`src/rtl/core/fbpdq_pkg.sv`:
```
// Shared constants, codes and types for the frame buffer pool core.
`default_nettype none
package fbpdq_pkg;
    localparam int BUFS_PER_CLASS = 8;
    localparam int NUM_CLASSES    = 2;
    localparam int TOTAL_BUFS     = 16;

    localparam int ID_W   = $clog2(TOTAL_BUFS);
    localparam int POS_W  = $clog2(BUFS_PER_CLASS);
    localparam int CLS_W  = ID_W - POS_W;
    localparam int FCNT_W = $clog2(BUFS_PER_CLASS + 1);
    localparam int FILL_W = $clog2(TOTAL_BUFS + 1);
    localparam int SIZE_W = 24;
    localparam int SEQ_W  = 32;
    localparam int REC_W  = 4;
    localparam int CMD_W  = 2;
    localparam int POL_W  = 2;
    localparam int IDX_W  = 2;

    localparam logic [CMD_W-1:0] CMD_ACQUIRE = 2'd0;
    localparam logic [CMD_W-1:0] CMD_COMMIT  = 2'd1;
    localparam logic [CMD_W-1:0] CMD_CONSUME = 2'd2;
    localparam logic [CMD_W-1:0] CMD_RELEASE = 2'd3;

    localparam logic [1:0] OWN_FREE  = 2'd0;
    localparam logic [1:0] OWN_PROD  = 2'd1;
    localparam logic [1:0] OWN_READY = 2'd2;
    localparam logic [1:0] OWN_CONS  = 2'd3;

    localparam logic [POL_W-1:0] POL_OLDEST = 2'd0;
    localparam logic [POL_W-1:0] POL_KEY    = 2'd1;

    localparam logic [IDX_W-1:0] REG_SMALL = 2'd0;
    localparam logic [IDX_W-1:0] REG_LARGE = 2'd1;
    localparam logic [IDX_W-1:0] REG_POL   = 2'd2;
    localparam logic [IDX_W-1:0] REG_ALLOW = 2'd3;

    localparam logic [2:0] OP_NONE  = 3'd0;
    localparam logic [2:0] OP_EXEC  = 3'd1;
    localparam logic [2:0] OP_SCAN  = 3'd2;
    localparam logic [2:0] OP_DROP  = 3'd3;
    localparam logic [2:0] OP_DELIV = 3'd4;
    localparam logic [2:0] OP_LOAD  = 3'd5;

    typedef struct packed {
        logic       in_ready;
        logic [2:0] op;
    } t_ctl_cmd;

    typedef struct packed {
        logic in_valid;
        logic cons_go;
        logic cons_scan;
        logic scan_last;
        logic drop_zero;
        logic out_free;
    } t_dp_status;
endpackage
`default_nettype wire

```
`src/rtl/core/fbpdq_ifs.sv`:
```
// Valid/ready channel interfaces for commands and results.
`default_nettype none
interface fbpdq_in_if;
    logic        valid;
    logic        ready;
    logic [1:0]  cmd;
    logic [23:0] request_size;
    logic [3:0]  buf_id;
    logic [23:0] payload_len;
    logic        key_frame;
    modport source(output valid, cmd, request_size, buf_id, payload_len, key_frame,
                   input ready);
    modport sink(input valid, cmd, request_size, buf_id, payload_len, key_frame,
                 output ready);
endinterface

interface fbpdq_out_if;
    logic        valid;
    logic        ready;
    logic        ok;
    logic [3:0]  buf_out;
    logic        class_out;
    logic [23:0] buf_capacity;
    logic [23:0] length_out;
    logic        key_out;
    logic [31:0] seq_out;
    logic [3:0]  recycled;
    logic [4:0]  queued;
    modport source(output valid, ok, buf_out, class_out, buf_capacity, length_out,
                   key_out, seq_out, recycled, queued, input ready);
    modport sink(input valid, ok, buf_out, class_out, buf_capacity, length_out,
                 key_out, seq_out, recycled, queued, output ready);
endinterface
`default_nettype wire

```
`src/rtl/core/fbpdq_ctrl.sv`:
```
// Sequencer for one transaction: execute, scan, drop loop, deliver, output.
`default_nettype none
module fbpdq_ctrl (
    input  wire logic                  i_clk,
    input  wire logic                  i_rst_n,
    input  wire fbpdq_pkg::t_dp_status i_st,
    output fbpdq_pkg::t_ctl_cmd        o_cmd
);
    localparam logic [2:0] S_IDLE  = 3'd0;
    localparam logic [2:0] S_EXEC  = 3'd1;
    localparam logic [2:0] S_SCAN  = 3'd2;
    localparam logic [2:0] S_DROP  = 3'd3;
    localparam logic [2:0] S_DELIV = 3'd4;
    localparam logic [2:0] S_OUT   = 3'd5;

    logic [2:0] r_state, n_state;

    always_comb begin
        n_state        = r_state;
        o_cmd.in_ready = 1'b0;
        o_cmd.op       = fbpdq_pkg::OP_NONE;
        case (r_state)
            S_IDLE: begin
                o_cmd.in_ready = 1'b1;
                if (i_st.in_valid) n_state = S_EXEC;
            end
            S_EXEC: begin
                o_cmd.op = fbpdq_pkg::OP_EXEC;
                if (!i_st.cons_go) n_state = S_OUT;
                else if (i_st.cons_scan) n_state = S_SCAN;
                else n_state = S_DROP;
            end
            S_SCAN: begin
                o_cmd.op = fbpdq_pkg::OP_SCAN;
                if (i_st.scan_last) n_state = S_DROP;
            end
            S_DROP: begin
                if (i_st.drop_zero) n_state = S_DELIV;
                else o_cmd.op = fbpdq_pkg::OP_DROP;
            end
            S_DELIV: begin
                o_cmd.op = fbpdq_pkg::OP_DELIV;
                n_state  = S_OUT;
            end
            S_OUT: begin
                if (i_st.out_free) begin
                    o_cmd.op = fbpdq_pkg::OP_LOAD;
                    n_state  = S_IDLE;
                end
            end
            default: n_state = S_IDLE;
        endcase
    end

    always_ff @(posedge i_clk) begin
        if (!i_rst_n) r_state <= S_IDLE;
        else r_state <= n_state;
    end
endmodule
`default_nettype wire

```
`src/rtl/core/fbpdq_dp.sv`:
```
// Pool state, free lists, ready ring, frame metadata and output register.
`default_nettype none
module fbpdq_dp (
    input  wire logic                  i_clk,
    input  wire logic                  i_rst_n,
    input  wire fbpdq_pkg::t_ctl_cmd   i_cmd,
    output fbpdq_pkg::t_dp_status      o_st,
    fbpdq_in_if.sink                   i_in,
    fbpdq_out_if.source                o_out,
    input  wire logic                  i_cfg_we,
    input  wire logic [fbpdq_pkg::IDX_W-1:0]  i_cfg_idx,
    input  wire logic [fbpdq_pkg::SIZE_W-1:0] i_cfg_data
);
    localparam int ID_W   = fbpdq_pkg::ID_W;
    localparam int POS_W  = fbpdq_pkg::POS_W;
    localparam int CLS_W  = fbpdq_pkg::CLS_W;
    localparam int FCNT_W = fbpdq_pkg::FCNT_W;
    localparam int FILL_W = fbpdq_pkg::FILL_W;
    localparam int SIZE_W = fbpdq_pkg::SIZE_W;
    localparam int SEQ_W  = fbpdq_pkg::SEQ_W;
    localparam int NCL    = fbpdq_pkg::NUM_CLASSES;
    localparam int NBUF   = fbpdq_pkg::TOTAL_BUFS;

    // configuration
    logic [SIZE_W-1:0] r_small, r_large;
    logic [1:0]        r_pol;
    logic              r_allow;

    // latched transaction
    logic [1:0]        r_opc;
    logic [SIZE_W-1:0] r_req, r_len;
    logic [ID_W-1:0]   r_id;
    logic              r_key;

    // pool state
    logic [ID_W-1:0]   r_flist [NBUF];
    logic [POS_W-1:0]  r_fhead [NCL];
    logic [FCNT_W-1:0] r_fcnt  [NCL];
    logic [1:0]        r_own   [NBUF];
    logic [ID_W-1:0]   r_ring  [NBUF];
    logic [ID_W-1:0]   r_rhead;
    logic [FILL_W-1:0] r_fill;
    logic [SIZE_W-1:0] r_flen  [NBUF];
    logic              r_fkey  [NBUF];
    logic [SEQ_W-1:0]  r_fseq  [NBUF];
    logic [SEQ_W-1:0]  r_nseq;

    // consume sequencing
    logic [FILL_W-1:0] r_k, r_drop;
    logic [3:0]        r_n;

    // staged result
    logic              r_ok, r_cls, r_kout;
    logic [ID_W-1:0]   r_bout;
    logic [SIZE_W-1:0] r_cap, r_lout;
    logic [SEQ_W-1:0]  r_sout;

    // output register
    logic              r_ov;

    logic              w_acc;
    logic              a_hit, a_done;
    logic [CLS_W-1:0]  a_sel;
    logic [SIZE_W-1:0] a_cap;
    logic [CLS_W-1:0]  id_cls;
    logic [SIZE_W-1:0] id_cap;
    logic              commit_ok, release_ok;
    logic              push_en;
    logic [ID_W-1:0]   push_id;
    logic [CLS_W-1:0]  push_cls;
    logic [POS_W-1:0]  push_pos;
    logic [ID_W-1:0]   pop_id;
    logic [ID_W-1:0]   scan_id;
    logic              is_exec, is_drop, is_deliv, is_scan;

    function automatic logic [SIZE_W-1:0] f_cap(input logic [CLS_W-1:0] c,
                                                input logic [SIZE_W-1:0] s,
                                                input logic [SIZE_W-1:0] l);
        return (c == '0) ? s : l;
    endfunction

    assign w_acc    = i_in.valid && i_cmd.in_ready;
    assign i_in.ready = i_cmd.in_ready;
    assign is_exec  = (i_cmd.op == fbpdq_pkg::OP_EXEC);
    assign is_scan  = (i_cmd.op == fbpdq_pkg::OP_SCAN);
    assign is_drop  = (i_cmd.op == fbpdq_pkg::OP_DROP);
    assign is_deliv = (i_cmd.op == fbpdq_pkg::OP_DELIV);

    // acquire: first class that fits, optionally falling through when empty
    always_comb begin
        logic [SIZE_W-1:0] cap;
        a_hit  = 1'b0;
        a_done = 1'b0;
        a_sel  = '0;
        for (int c = 0; c < NCL; c++) begin
            cap = f_cap(CLS_W'(c), r_small, r_large);
            if (!a_done && cap >= r_req) begin
                if (r_fcnt[c] != '0) begin
                    a_hit  = 1'b1;
                    a_sel  = CLS_W'(c);
                    a_done = 1'b1;
                end else if (!r_allow) begin
                    a_done = 1'b1;
                end
            end
        end
        a_cap = f_cap(a_sel, r_small, r_large);
    end

    assign id_cls     = r_id[ID_W-1:POS_W];
    assign id_cap     = f_cap(id_cls, r_small, r_large);
    assign commit_ok  = (r_own[r_id] == fbpdq_pkg::OWN_PROD) &&
                        (r_fill < FILL_W'(NBUF)) && (r_len <= id_cap);
    assign release_ok = (r_own[r_id] == fbpdq_pkg::OWN_PROD) ||
                        (r_own[r_id] == fbpdq_pkg::OWN_CONS);

    assign pop_id  = r_ring[r_rhead];
    assign scan_id = r_ring[r_rhead + r_k[ID_W-1:0]];

    // one free-list append per cycle: dropped frame or released buffer
    always_comb begin
        push_en = 1'b0;
        push_id = r_id;
        if (is_drop) begin
            push_en = 1'b1;
            push_id = pop_id;
        end else if (is_exec && r_opc == fbpdq_pkg::CMD_RELEASE && release_ok) begin
            push_en = 1'b1;
        end
        push_cls = push_id[ID_W-1:POS_W];
        push_pos = r_fhead[push_cls] + r_fcnt[push_cls][POS_W-1:0];
        if (r_fcnt[push_cls] >= FCNT_W'(fbpdq_pkg::BUFS_PER_CLASS)) push_en = 1'b0;
    end

    assign o_st.in_valid  = i_in.valid;
    assign o_st.cons_go   = (r_opc == fbpdq_pkg::CMD_CONSUME) && (r_fill != '0);
    assign o_st.cons_scan = (r_pol == fbpdq_pkg::POL_KEY);
    assign o_st.scan_last = (r_k == r_fill - FILL_W'(1));
    assign o_st.drop_zero = (r_drop == '0);
    assign o_st.out_free  = !r_ov || o_out.ready;

    always_ff @(posedge i_clk) begin
        if (!i_rst_n) begin
            r_small <= SIZE_W'(1024);
            r_large <= SIZE_W'(4096);
            r_pol   <= 2'd2;
            r_allow <= 1'b1;
        end else if (i_cfg_we) begin
            case (i_cfg_idx)
                fbpdq_pkg::REG_SMALL: r_small <= i_cfg_data;
                fbpdq_pkg::REG_LARGE: r_large <= i_cfg_data;
                fbpdq_pkg::REG_POL:   r_pol   <= i_cfg_data[1:0];
                fbpdq_pkg::REG_ALLOW: r_allow <= i_cfg_data[0];
                default: ;
            endcase
        end
    end

    always_ff @(posedge i_clk) begin
        if (w_acc) begin
            r_opc <= i_in.cmd;
            r_req <= i_in.request_size;
            r_id  <= i_in.buf_id;
            r_len <= i_in.payload_len;
            r_key <= i_in.key_frame;
        end
    end

    // pool bookkeeping
    always_ff @(posedge i_clk) begin
        if (!i_rst_n) begin
            for (int b = 0; b < NBUF; b++) begin
                r_flist[b] <= ID_W'(b);
                r_own[b]   <= fbpdq_pkg::OWN_FREE;
            end
            for (int c = 0; c < NCL; c++) begin
                r_fhead[c] <= '0;
                r_fcnt[c]  <= FCNT_W'(fbpdq_pkg::BUFS_PER_CLASS);
            end
            r_rhead <= '0;
            r_fill  <= '0;
            r_nseq  <= '0;
            r_k     <= '0;
            r_drop  <= '0;
            r_n     <= '0;
        end else begin
            if (push_en) begin
                r_flist[{push_cls, push_pos}] <= push_id;
                r_fcnt[push_cls] <= r_fcnt[push_cls] + FCNT_W'(1);
                r_own[push_id]   <= fbpdq_pkg::OWN_FREE;
            end
            if (is_exec) begin
                r_k <= '0;
                r_n <= '0;
                r_drop <= (r_pol == fbpdq_pkg::POL_OLDEST || r_pol == fbpdq_pkg::POL_KEY)
                          ? '0 : r_fill - FILL_W'(1);
                case (r_opc)
                    fbpdq_pkg::CMD_ACQUIRE: begin
                        if (a_hit) begin
                            r_fhead[a_sel] <= r_fhead[a_sel] + POS_W'(1);
                            r_fcnt[a_sel]  <= r_fcnt[a_sel] - FCNT_W'(1);
                            r_own[r_flist[{a_sel, r_fhead[a_sel]}]] <= fbpdq_pkg::OWN_PROD;
                        end
                    end
                    fbpdq_pkg::CMD_COMMIT: begin
                        if (commit_ok) begin
                            r_flen[r_id] <= r_len;
                            r_fkey[r_id] <= r_key;
                            r_fseq[r_id] <= r_nseq;
                            r_nseq       <= r_nseq + SEQ_W'(1);
                            r_ring[r_rhead + r_fill[ID_W-1:0]] <= r_id;
                            r_fill       <= r_fill + FILL_W'(1);
                            r_own[r_id]  <= fbpdq_pkg::OWN_READY;
                        end
                    end
                    default: ;
                endcase
            end
            if (is_scan) begin
                if (r_fkey[scan_id]) r_drop <= r_k;
                r_k <= r_k + FILL_W'(1);
            end
            if (is_drop) begin
                r_rhead <= r_rhead + ID_W'(1);
                r_fill  <= r_fill - FILL_W'(1);
                r_drop  <= r_drop - FILL_W'(1);
                r_n     <= r_n + 4'd1;
            end
            if (is_deliv) begin
                r_rhead <= r_rhead + ID_W'(1);
                r_fill  <= r_fill - FILL_W'(1);
                r_own[pop_id] <= fbpdq_pkg::OWN_CONS;
            end
        end
    end

    // staged result fields
    always_ff @(posedge i_clk) begin
        if (is_exec) begin
            r_ok   <= 1'b0;
            r_bout <= '0;
            r_cls  <= 1'b0;
            r_cap  <= '0;
            r_lout <= '0;
            r_kout <= 1'b0;
            r_sout <= '0;
            case (r_opc)
                fbpdq_pkg::CMD_ACQUIRE: begin
                    if (a_hit) begin
                        r_ok   <= 1'b1;
                        r_bout <= r_flist[{a_sel, r_fhead[a_sel]}];
                        r_cls  <= a_sel[0];
                        r_cap  <= a_cap;
                    end
                end
                fbpdq_pkg::CMD_COMMIT:  r_ok <= commit_ok;
                fbpdq_pkg::CMD_RELEASE: r_ok <= release_ok;
                default: ;
            endcase
        end else if (is_deliv) begin
            r_ok   <= 1'b1;
            r_bout <= pop_id;
            r_cls  <= pop_id[POS_W];
            r_lout <= r_flen[pop_id];
            r_kout <= r_fkey[pop_id];
            r_sout <= r_fseq[pop_id];
        end
    end

    always_ff @(posedge i_clk) begin
        if (!i_rst_n) begin
            r_ov <= 1'b0;
        end else if (i_cmd.op == fbpdq_pkg::OP_LOAD) begin
            r_ov <= 1'b1;
        end else if (o_out.ready) begin
            r_ov <= 1'b0;
        end
    end

    always_ff @(posedge i_clk) begin
        if (i_cmd.op == fbpdq_pkg::OP_LOAD) begin
            o_out.ok           <= r_ok;
            o_out.buf_out      <= r_bout;
            o_out.class_out    <= r_cls;
            o_out.buf_capacity <= r_cap;
            o_out.length_out   <= r_lout;
            o_out.key_out      <= r_kout;
            o_out.seq_out      <= r_sout;
            o_out.recycled     <= r_n;
            o_out.queued       <= r_fill;
        end
    end

    assign o_out.valid = r_ov;
endmodule
`default_nettype wire

```
`src/rtl/core/frame_buffer_pool_drop_queue_core.sv`:
```
// Top level of the frame buffer pool with drop-policy ready queue.
// Command channel i_in (valid/ready): acquire, commit, consume or release,
// one transaction at a time. Result channel o_out (valid/ready): exactly one
// result transaction per command, in command order.
// Config port: i_cfg_we writes register i_cfg_idx (0 small size, 1 large size,
// 2 drop policy, 3 allow larger class) with i_cfg_data; the user must write
// only while idle, as the block itself does not enforce it.
// Acquire, commit, release and an empty-queue consume run the execute and
// output steps only. Consume otherwise drops the recycled frames one by one,
// after a scan of every queued frame in keyframe catch-up, then delivers one.
// With the receiver ready, a new command can be taken in the same cycle as
// the previous result goes valid.
// The sequencer handles one command end to end; the next command is taken
// once the previous result sits in the output register, so a stalled
// receiver holds at most one waiting result and one command in progress.
// If o_out.ready stays low, the finished result parks until the register
// frees, and i_in.ready stays low meanwhile.
// Reset (i_rst_n low, synchronous): all buffers free in ascending order per
// class, ready queue empty, sequence number 0, registers at their defaults.
`default_nettype none
module frame_buffer_pool_drop_queue_core (
    input  wire logic                              i_clk,
    input  wire logic                              i_rst_n,
    fbpdq_in_if.sink                               i_in,
    fbpdq_out_if.source                            o_out,
    input  wire logic                              i_cfg_we,
    input  wire logic [fbpdq_pkg::IDX_W-1:0]       i_cfg_idx,
    input  wire logic [fbpdq_pkg::SIZE_W-1:0]      i_cfg_data
);
    fbpdq_pkg::t_ctl_cmd   w_cmd;
    fbpdq_pkg::t_dp_status w_st;

    // control: walks each transaction through its steps
    fbpdq_ctrl u_ctrl (
        .i_clk   (i_clk),
        .i_rst_n (i_rst_n),
        .i_st    (w_st),
        .o_cmd   (w_cmd)
    );

    // datapath: free lists, ready ring, metadata, result register
    fbpdq_dp u_dp (
        .i_clk      (i_clk),
        .i_rst_n    (i_rst_n),
        .i_cmd      (w_cmd),
        .o_st       (w_st),
        .i_in       (i_in),
        .o_out      (o_out),
        .i_cfg_we   (i_cfg_we),
        .i_cfg_idx  (i_cfg_idx),
        .i_cfg_data (i_cfg_data)
    );
endmodule
`default_nettype wire

```
`src/flat_wrapper.sv`:
```
// flat-port wrapper written by rule: the top's interface ports become plain ports
module frame_buffer_pool_drop_queue_core_flat 
  (i_clk, i_rst_n, i_cfg_we, i_cfg_idx, i_cfg_data, i_in_valid, i_in_cmd, i_in_request_size, i_in_buf_id, i_in_payload_len, i_in_key_frame, i_in_ready, o_out_valid, o_out_ok, o_out_buf_out, o_out_class_out, o_out_buf_capacity, o_out_length_out, o_out_key_out, o_out_seq_out, o_out_recycled, o_out_queued, o_out_ready);
  fbpdq_in_if i_in_i ();
  fbpdq_out_if o_out_i ();
  input  wire logic i_clk;
  input  wire logic i_rst_n;
  input  wire logic i_cfg_we;
  input  wire logic [fbpdq_pkg::IDX_W-1:0] i_cfg_idx;
  input  wire logic [fbpdq_pkg::SIZE_W-1:0] i_cfg_data;
  input wire logic [$bits(i_in_i.valid)-1:0] i_in_valid;
  input wire logic [$bits(i_in_i.cmd)-1:0] i_in_cmd;
  input wire logic [$bits(i_in_i.request_size)-1:0] i_in_request_size;
  input wire logic [$bits(i_in_i.buf_id)-1:0] i_in_buf_id;
  input wire logic [$bits(i_in_i.payload_len)-1:0] i_in_payload_len;
  input wire logic [$bits(i_in_i.key_frame)-1:0] i_in_key_frame;
  output wire logic [$bits(i_in_i.ready)-1:0] i_in_ready;
  output wire logic [$bits(o_out_i.valid)-1:0] o_out_valid;
  output wire logic [$bits(o_out_i.ok)-1:0] o_out_ok;
  output wire logic [$bits(o_out_i.buf_out)-1:0] o_out_buf_out;
  output wire logic [$bits(o_out_i.class_out)-1:0] o_out_class_out;
  output wire logic [$bits(o_out_i.buf_capacity)-1:0] o_out_buf_capacity;
  output wire logic [$bits(o_out_i.length_out)-1:0] o_out_length_out;
  output wire logic [$bits(o_out_i.key_out)-1:0] o_out_key_out;
  output wire logic [$bits(o_out_i.seq_out)-1:0] o_out_seq_out;
  output wire logic [$bits(o_out_i.recycled)-1:0] o_out_recycled;
  output wire logic [$bits(o_out_i.queued)-1:0] o_out_queued;
  input wire logic [$bits(o_out_i.ready)-1:0] o_out_ready;
  assign i_in_i.valid = i_in_valid;
  assign i_in_i.cmd = i_in_cmd;
  assign i_in_i.request_size = i_in_request_size;
  assign i_in_i.buf_id = i_in_buf_id;
  assign i_in_i.payload_len = i_in_payload_len;
  assign i_in_i.key_frame = i_in_key_frame;
  assign i_in_ready = i_in_i.ready;
  assign o_out_valid = o_out_i.valid;
  assign o_out_ok = o_out_i.ok;
  assign o_out_buf_out = o_out_i.buf_out;
  assign o_out_class_out = o_out_i.class_out;
  assign o_out_buf_capacity = o_out_i.buf_capacity;
  assign o_out_length_out = o_out_i.length_out;
  assign o_out_key_out = o_out_i.key_out;
  assign o_out_seq_out = o_out_i.seq_out;
  assign o_out_recycled = o_out_i.recycled;
  assign o_out_queued = o_out_i.queued;
  assign o_out_i.ready = o_out_ready;
  frame_buffer_pool_drop_queue_core u_core (.i_clk(i_clk), .i_rst_n(i_rst_n), .i_in(i_in_i), .o_out(o_out_i), .i_cfg_we(i_cfg_we), .i_cfg_idx(i_cfg_idx), .i_cfg_data(i_cfg_data));
endmodule
```
`config.mk`:
```
export PLATFORM = sky130hd
export DESIGN_NAME = frame_buffer_pool_drop_queue_core_flat
export DESIGN_NICKNAME = d
export VERILOG_FILES = /design/src/rtl/core/fbpdq_pkg.sv /design/src/rtl/core/fbpdq_ifs.sv /design/src/rtl/core/fbpdq_ctrl.sv /design/src/rtl/core/fbpdq_dp.sv /design/src/rtl/core/frame_buffer_pool_drop_queue_core.sv /design/src/flat_wrapper.sv
export SDC_FILE = /design/constraint.sdc
export NUM_CORES = 2
export LEC_CHECK = 0
export BUFFER_PORTS_ARGS = -buffer_cell sky130_fd_sc_hd__buf_2
export CORE_ASPECT_RATIO = 1.4
export CORE_MARGIN = 8
export CORE_UTILIZATION = 50
export CTS_CLUSTER_SIZE = 14
export DETAILED_ROUTE_END_ITERATION = 10
export PLACE_DENSITY = 0.65
export SETUP_SLACK_MARGIN = 0.5
export SLEW_MARGIN = 30
export SYNTH_ARGS = -nofsm -noshare
export SYNTH_HDL_FRONTEND = slang
export SYNTH_SLANG_ARGS = --single-unit
```
`constraint.sdc`:
```
create_clock -name i_clk -period 19.2 [get_ports i_clk]
set_input_delay 1.92 -clock i_clk [delete_from_list [all_inputs] [get_ports i_clk]]
set_output_delay 1.92 -clock i_clk [all_outputs]
set_load 0.05 [all_outputs]
```
==> flow_metrics.py <==
metrics = {
    "hold_path": {
        "hold_class": "register to register",
        "worstHoldPathCells": 0,
    },
    "setup_path": {
        "crit_path_frequent_cell": "buf_4",
        "crit_slowest_cell": "nor2b_1",
        "critPathMaxFanout": 49,
        "worstPathCellList": "buf_4 -> mux2i_1 -> ha_1 -> and3_1 -> a221oi_1 -> o21ai_0 -> o31ai_2 -> nor4b_1 -> nor2b_1 -> nand3b_1 -> nor2_4 -> buf_4",
        "worst-setup-path-type": "register to register",
        "ff2ff_path_depth": 12,
        "critPathLaunchType": "register",
        "cp-end-kind": "register",
        "cp.required_ns": 19.56,
        "crit_path_max_incr_delay_ns": 0.78,
        "critical_path_arrival_ns": 6.79,
    },
    "sta": {
        "max_freq_mhz": 155,
        "hold_viol": 0,
        "skew_ns": 0.0266,
        "fin_crit_sh_pct": 33.5,
        "setup_viol": 0,
        "tightest_slew_ns": 0.988,
        "maxSlewViolCount": 0,
        "tns_ns": 0,
        "maxSlewHeadroom_pct": 33.3,
        "rsz0062_at_grt": "false",
        "period_minus_slack_ns": 6.43,
    },
    "die": {
        "design.core.area_um2": 116000,
        "ioPinCount": 184,
        "dieArea_um2": 128000,
        "die_w_um": 304,
        "die_h_um": 420,
        "start_util_pct": 50.3,
        "fp-row-count": 148,
    },
    "placement": {
        "port-buffer-count": 183,
        "dp_hpwl_mm": 80.9,
        "routabilityCongestion": 0.824,
        "dp.cells": 4892,
    },
    "detailed_routing": {
        "avgViaCountPerCell": 5.80,
        "wl_mm": 132,
        "dr.pass1.iters": 5,
        "post-route-drc-count": 0,
        "drt_iter0_markers": 2488,
        "dr_total_vias": 29800,
        "ant_nets": 0,
        "wl_per_cell_um": 25.6,
    },
    "finish": {
        "layout-drive-gt1-share_pct": 23.2,
        "instances_no_fill": 5143,
        "fin_nets": 3712,
        "diodes": 0,
        "synthToLayoutAreaGrowth_pct": 12.4,
        "final_util_pct": 56.5,
    },
    "logic_synthesis": {
        "synth-compound-area-share_pct": 3.25,
        "async_flop_share_pct": 0,
        "yosysWarnings": 0,
        "synth_seq_cells": 1442,
        "syn_area_per_cell_um2": 17.6,
        "synth_top_family_by_area": "multiplexers",
        "synth_cell_types": 73,
        "ys_seq_area_share_pct": 71.3,
        "synth_edf_count": 1267,
        "synth_ff_type": "edfxtp_1",
        "synthXorXnorAreaFrac_pct": 0.917,
        "netlist_area_um2": 58300,
        "synth_simple_gate_area_share_pct": 5.73,
        "postSynthCellCount": 3315,
        "synth_fa_ha_area_share_pct": 2.01,
        "synthMuxAreaShare_pct": 15.1,
    },
    "clock_network": {
        "cts_hold_buffers": 0,
        "cts_made_buffers": 138,
        "cts_setup_buffers": 0,
        "path_clk_slew_ns": 0.06,
        "cts.sinks": 1442,
        "cts.path.max_buffers": 3,
        "post_cts_resized": 0,
        "clkLatencyLatePin_ns": 0.75,
        "ctsHtreeMaxLevel": 4,
        "cts_tree": "built",
        "cts_root_buffer": "clkbuf_16",
    },
    "outcome": {
        "status": "finished, final reports clean",
    },
    "global_routing": {
        "grt_pass1_wl_mm": 198,
        "grt_max_degree": 103,
        "antenna_found_initial": 2,
        "grt_use_total_pct": 20.5,
        "grt_pass1_vias": 31200,
        "globalRouteOverflowTotal": 0,
    },
    "power_and_ir_drop": {
        "ir_worst_vdd_uv": 87.0,
        "p_leak_nw": 20.9,
        "cellPowerDensity_nw_per_um2": 101,
    },
    "run": {
        "cap_viol_max_count": 0,
    },
}
-- placed cells by master (no fill, tap or decap), types with 10 or more instances in the layout --
master | synthesis | routed
a21boi_0 | 55 | 55
clkbuf_16 | 0 | 141
inv_1 | 53 | 53
nor2b_1 | 12 | 11
buf_4 | 4 | 47
a22oi_1 | 10 | 10
xnor2_1 | 39 | 39
a21o_1 | 10 | 10
xor2_1 | 22 | 22
mux2i_1 | 105 | 102
nand2_1 | 342 | 341
clkinv_2 | 0 | 24
nor3_1 | 34 | 28
edfxtp_1 | 1267 | 1267
o21ai_0 | 55 | 55
a21oi_1 | 117 | 117
conb_1 | 2 | 16
nor2_1 | 139 | 127
mux4_2 | 335 | 331
and3_1 | 16 | 16
buf_2 | 35 | 182
ha_1 | 89 | 89
nand4_1 | 13 | 13
and2_1 | 42 | 41
clkinv_1 | 1 | 27
nor3_2 | 15 | 21
nand2b_1 | 15 | 15
nor2_4 | 0 | 12
dfxtp_1 | 175 | 175
clkbuf_1 | 117 | 31
mux2_2 | 14 | 14
nand3_1 | 49 | 49
-- per-stage QoR --
step / hold WS [ns] / worst slack [ns] / area (um^2) / total power [W]
2_1_floorplan: 0.400 / 10.81 / 58300 / 0.00392
3_3_place_gp: 0.402 / 12.36 / 60900 / 0.00407
3_5_place_dp: 0.405 / 12.73 / 61100 / 0.00408
4_1_cts: 0.420 / 12.69 / 65400 / 0.00669
5_1_grt: 0.431 / 12.41 / 65500 / 0.00684
6_report: 0.418 / 12.77 / 65500 / 0.00663
-- cell usage after synthesis (7+ instances only) --
cell | count | area [um^2]
mux2_2 | 14 | 158
nand4_1 | 13 | 81.3
nand2_1 | 342 | 1280
a22oi_1 | 10 | 75.1
nor2_1 | 139 | 522
o21ai_0 | 55 | 275
a21boi_0 | 55 | 413
mux2i_1 | 105 | 1050
buf_1 | 18 | 67.6
and2_1 | 42 | 263
a21o_1 | 10 | 75.1
nand3_1 | 49 | 245
nor2b_1 | 12 | 75.1
xor2_1 | 22 | 193
edfxtp_1 | 1267 | 38000
or3_1 | 8 | 50.1
inv_1 | 53 | 199
nor3_1 | 34 | 170
nand3b_1 | 7 | 52.6
and3_1 | 16 | 100
mux4_2 | 335 | 7540
buf_2 | 35 | 175
dfxtp_1 | 175 | 3500
nor3_2 | 15 | 150
xnor2_1 | 39 | 342
nand2b_1 | 15 | 93.8
ha_1 | 89 | 1110
clkbuf_1 | 117 | 439
o21ai_1 | 8 | 40.0
a21oi_1 | 117 | 586
-- routing by layer --
layer | global-route usage, % | vias up | wire length, um
met1 | 25.6 | 15400 | 52800
met4 | 6.42 | 0 | 3790
met2 | 36.6 | 807 | 69000
li1 | - | 13400 | -
met3 | 3.37 | 200 | 6290
met5 | 0 | - | 0
-- final timing paths --
path	startpoint	slack, ns	end
worst max-delay path	u_core.u_dp.r_id[3]	12.77	u_core.u_dp.r_flen[6][9]
worst min-delay path	u_core.u_dp.r_cap[3]	0.42	u_core.u_dp.o_out.buf_capacity[3]
worst max register to register	u_core.u_dp.r_id[3]	12.77	u_core.u_dp.r_flen[6][9]
worst min register to register	u_core.u_dp.r_cap[3]	0.42	u_core.u_dp.o_out.buf_capacity[3]
-- critical path: cells and delay by family (launching register included) --
family          cells  cell delay, ns
fa+ha+maj           1            0.29
buf+inv             2            1.38
simple gates        5            2.51
compound gates      3            1.14
mux                 1            0.32
flops               1            0.35
-- sequential cells by signal, indices dropped and copies added, names as in the netlist, 6 cells and up, named ones only --
| name | cells |
|---|---|
| u_core.u_dp.r_own | 32 |
| u_core.u_dp.o_out.seq_out | 32 |
| u_core.u_dp.r_fseq | 512 |
| u_core.u_dp.o_out.buf_capacity | 24 |
| u_core.u_dp.o_out.length_out | 24 |
| u_core.u_dp.r_fhead | 6 |
| u_core.u_dp.r_len | 24 |
| u_core.u_dp.r_lout | 24 |
| u_core.u_dp.r_large | 24 |
| u_core.u_dp.r_ring | 64 |
| u_core.u_dp.r_flist | 64 |
| u_core.u_dp.r_sout | 32 |
| u_core.u_dp.r_small | 24 |
| u_core.u_dp.r_nseq | 32 |
| u_core.u_dp.r_req | 24 |
| u_core.u_dp.r_fkey | 16 |
| u_core.u_dp.r_cap | 24 |
| u_core.u_dp.r_flen | 384 |
| u_core.u_dp.r_fcnt | 8 |
-- power breakdown --
part | switching (W) | internal (W) | total (W) | leakage [nW]
Clock | 0.00114 | 0.00148 | 0.00262 | 2.11
Sequential | 0.0000691 | 0.00348 | 0.00355 | 12.2
Combinational | 0.000285 | 0.000171 | 0.000457 | 6.64
-- area by class of cell --
type                       instances  area, um^2
fill                            8933       50500
sequential                      1442       41500
multi-input combinational       1655       16000
clock buffer                     178        3730
tap                             1500        1880
timing repair buffer             241        1470
clock inverter                    71         596
inverter                          56         213
-- kinds of logic (layout without fill, tap and decap cells) --
group	Yosys count	after routing
AO/OA/AOI/OAI	305	305
XOR/XNOR	61	61
adder cells (fa/ha/maj)	92	92
buffers and inverters	232	546
flip-flops	1442	1442
multiplexers	458	458
other	2	16
AND/OR/NAND/NOR	723	723
Note: power is estimated with default switching activity, not from simulation.
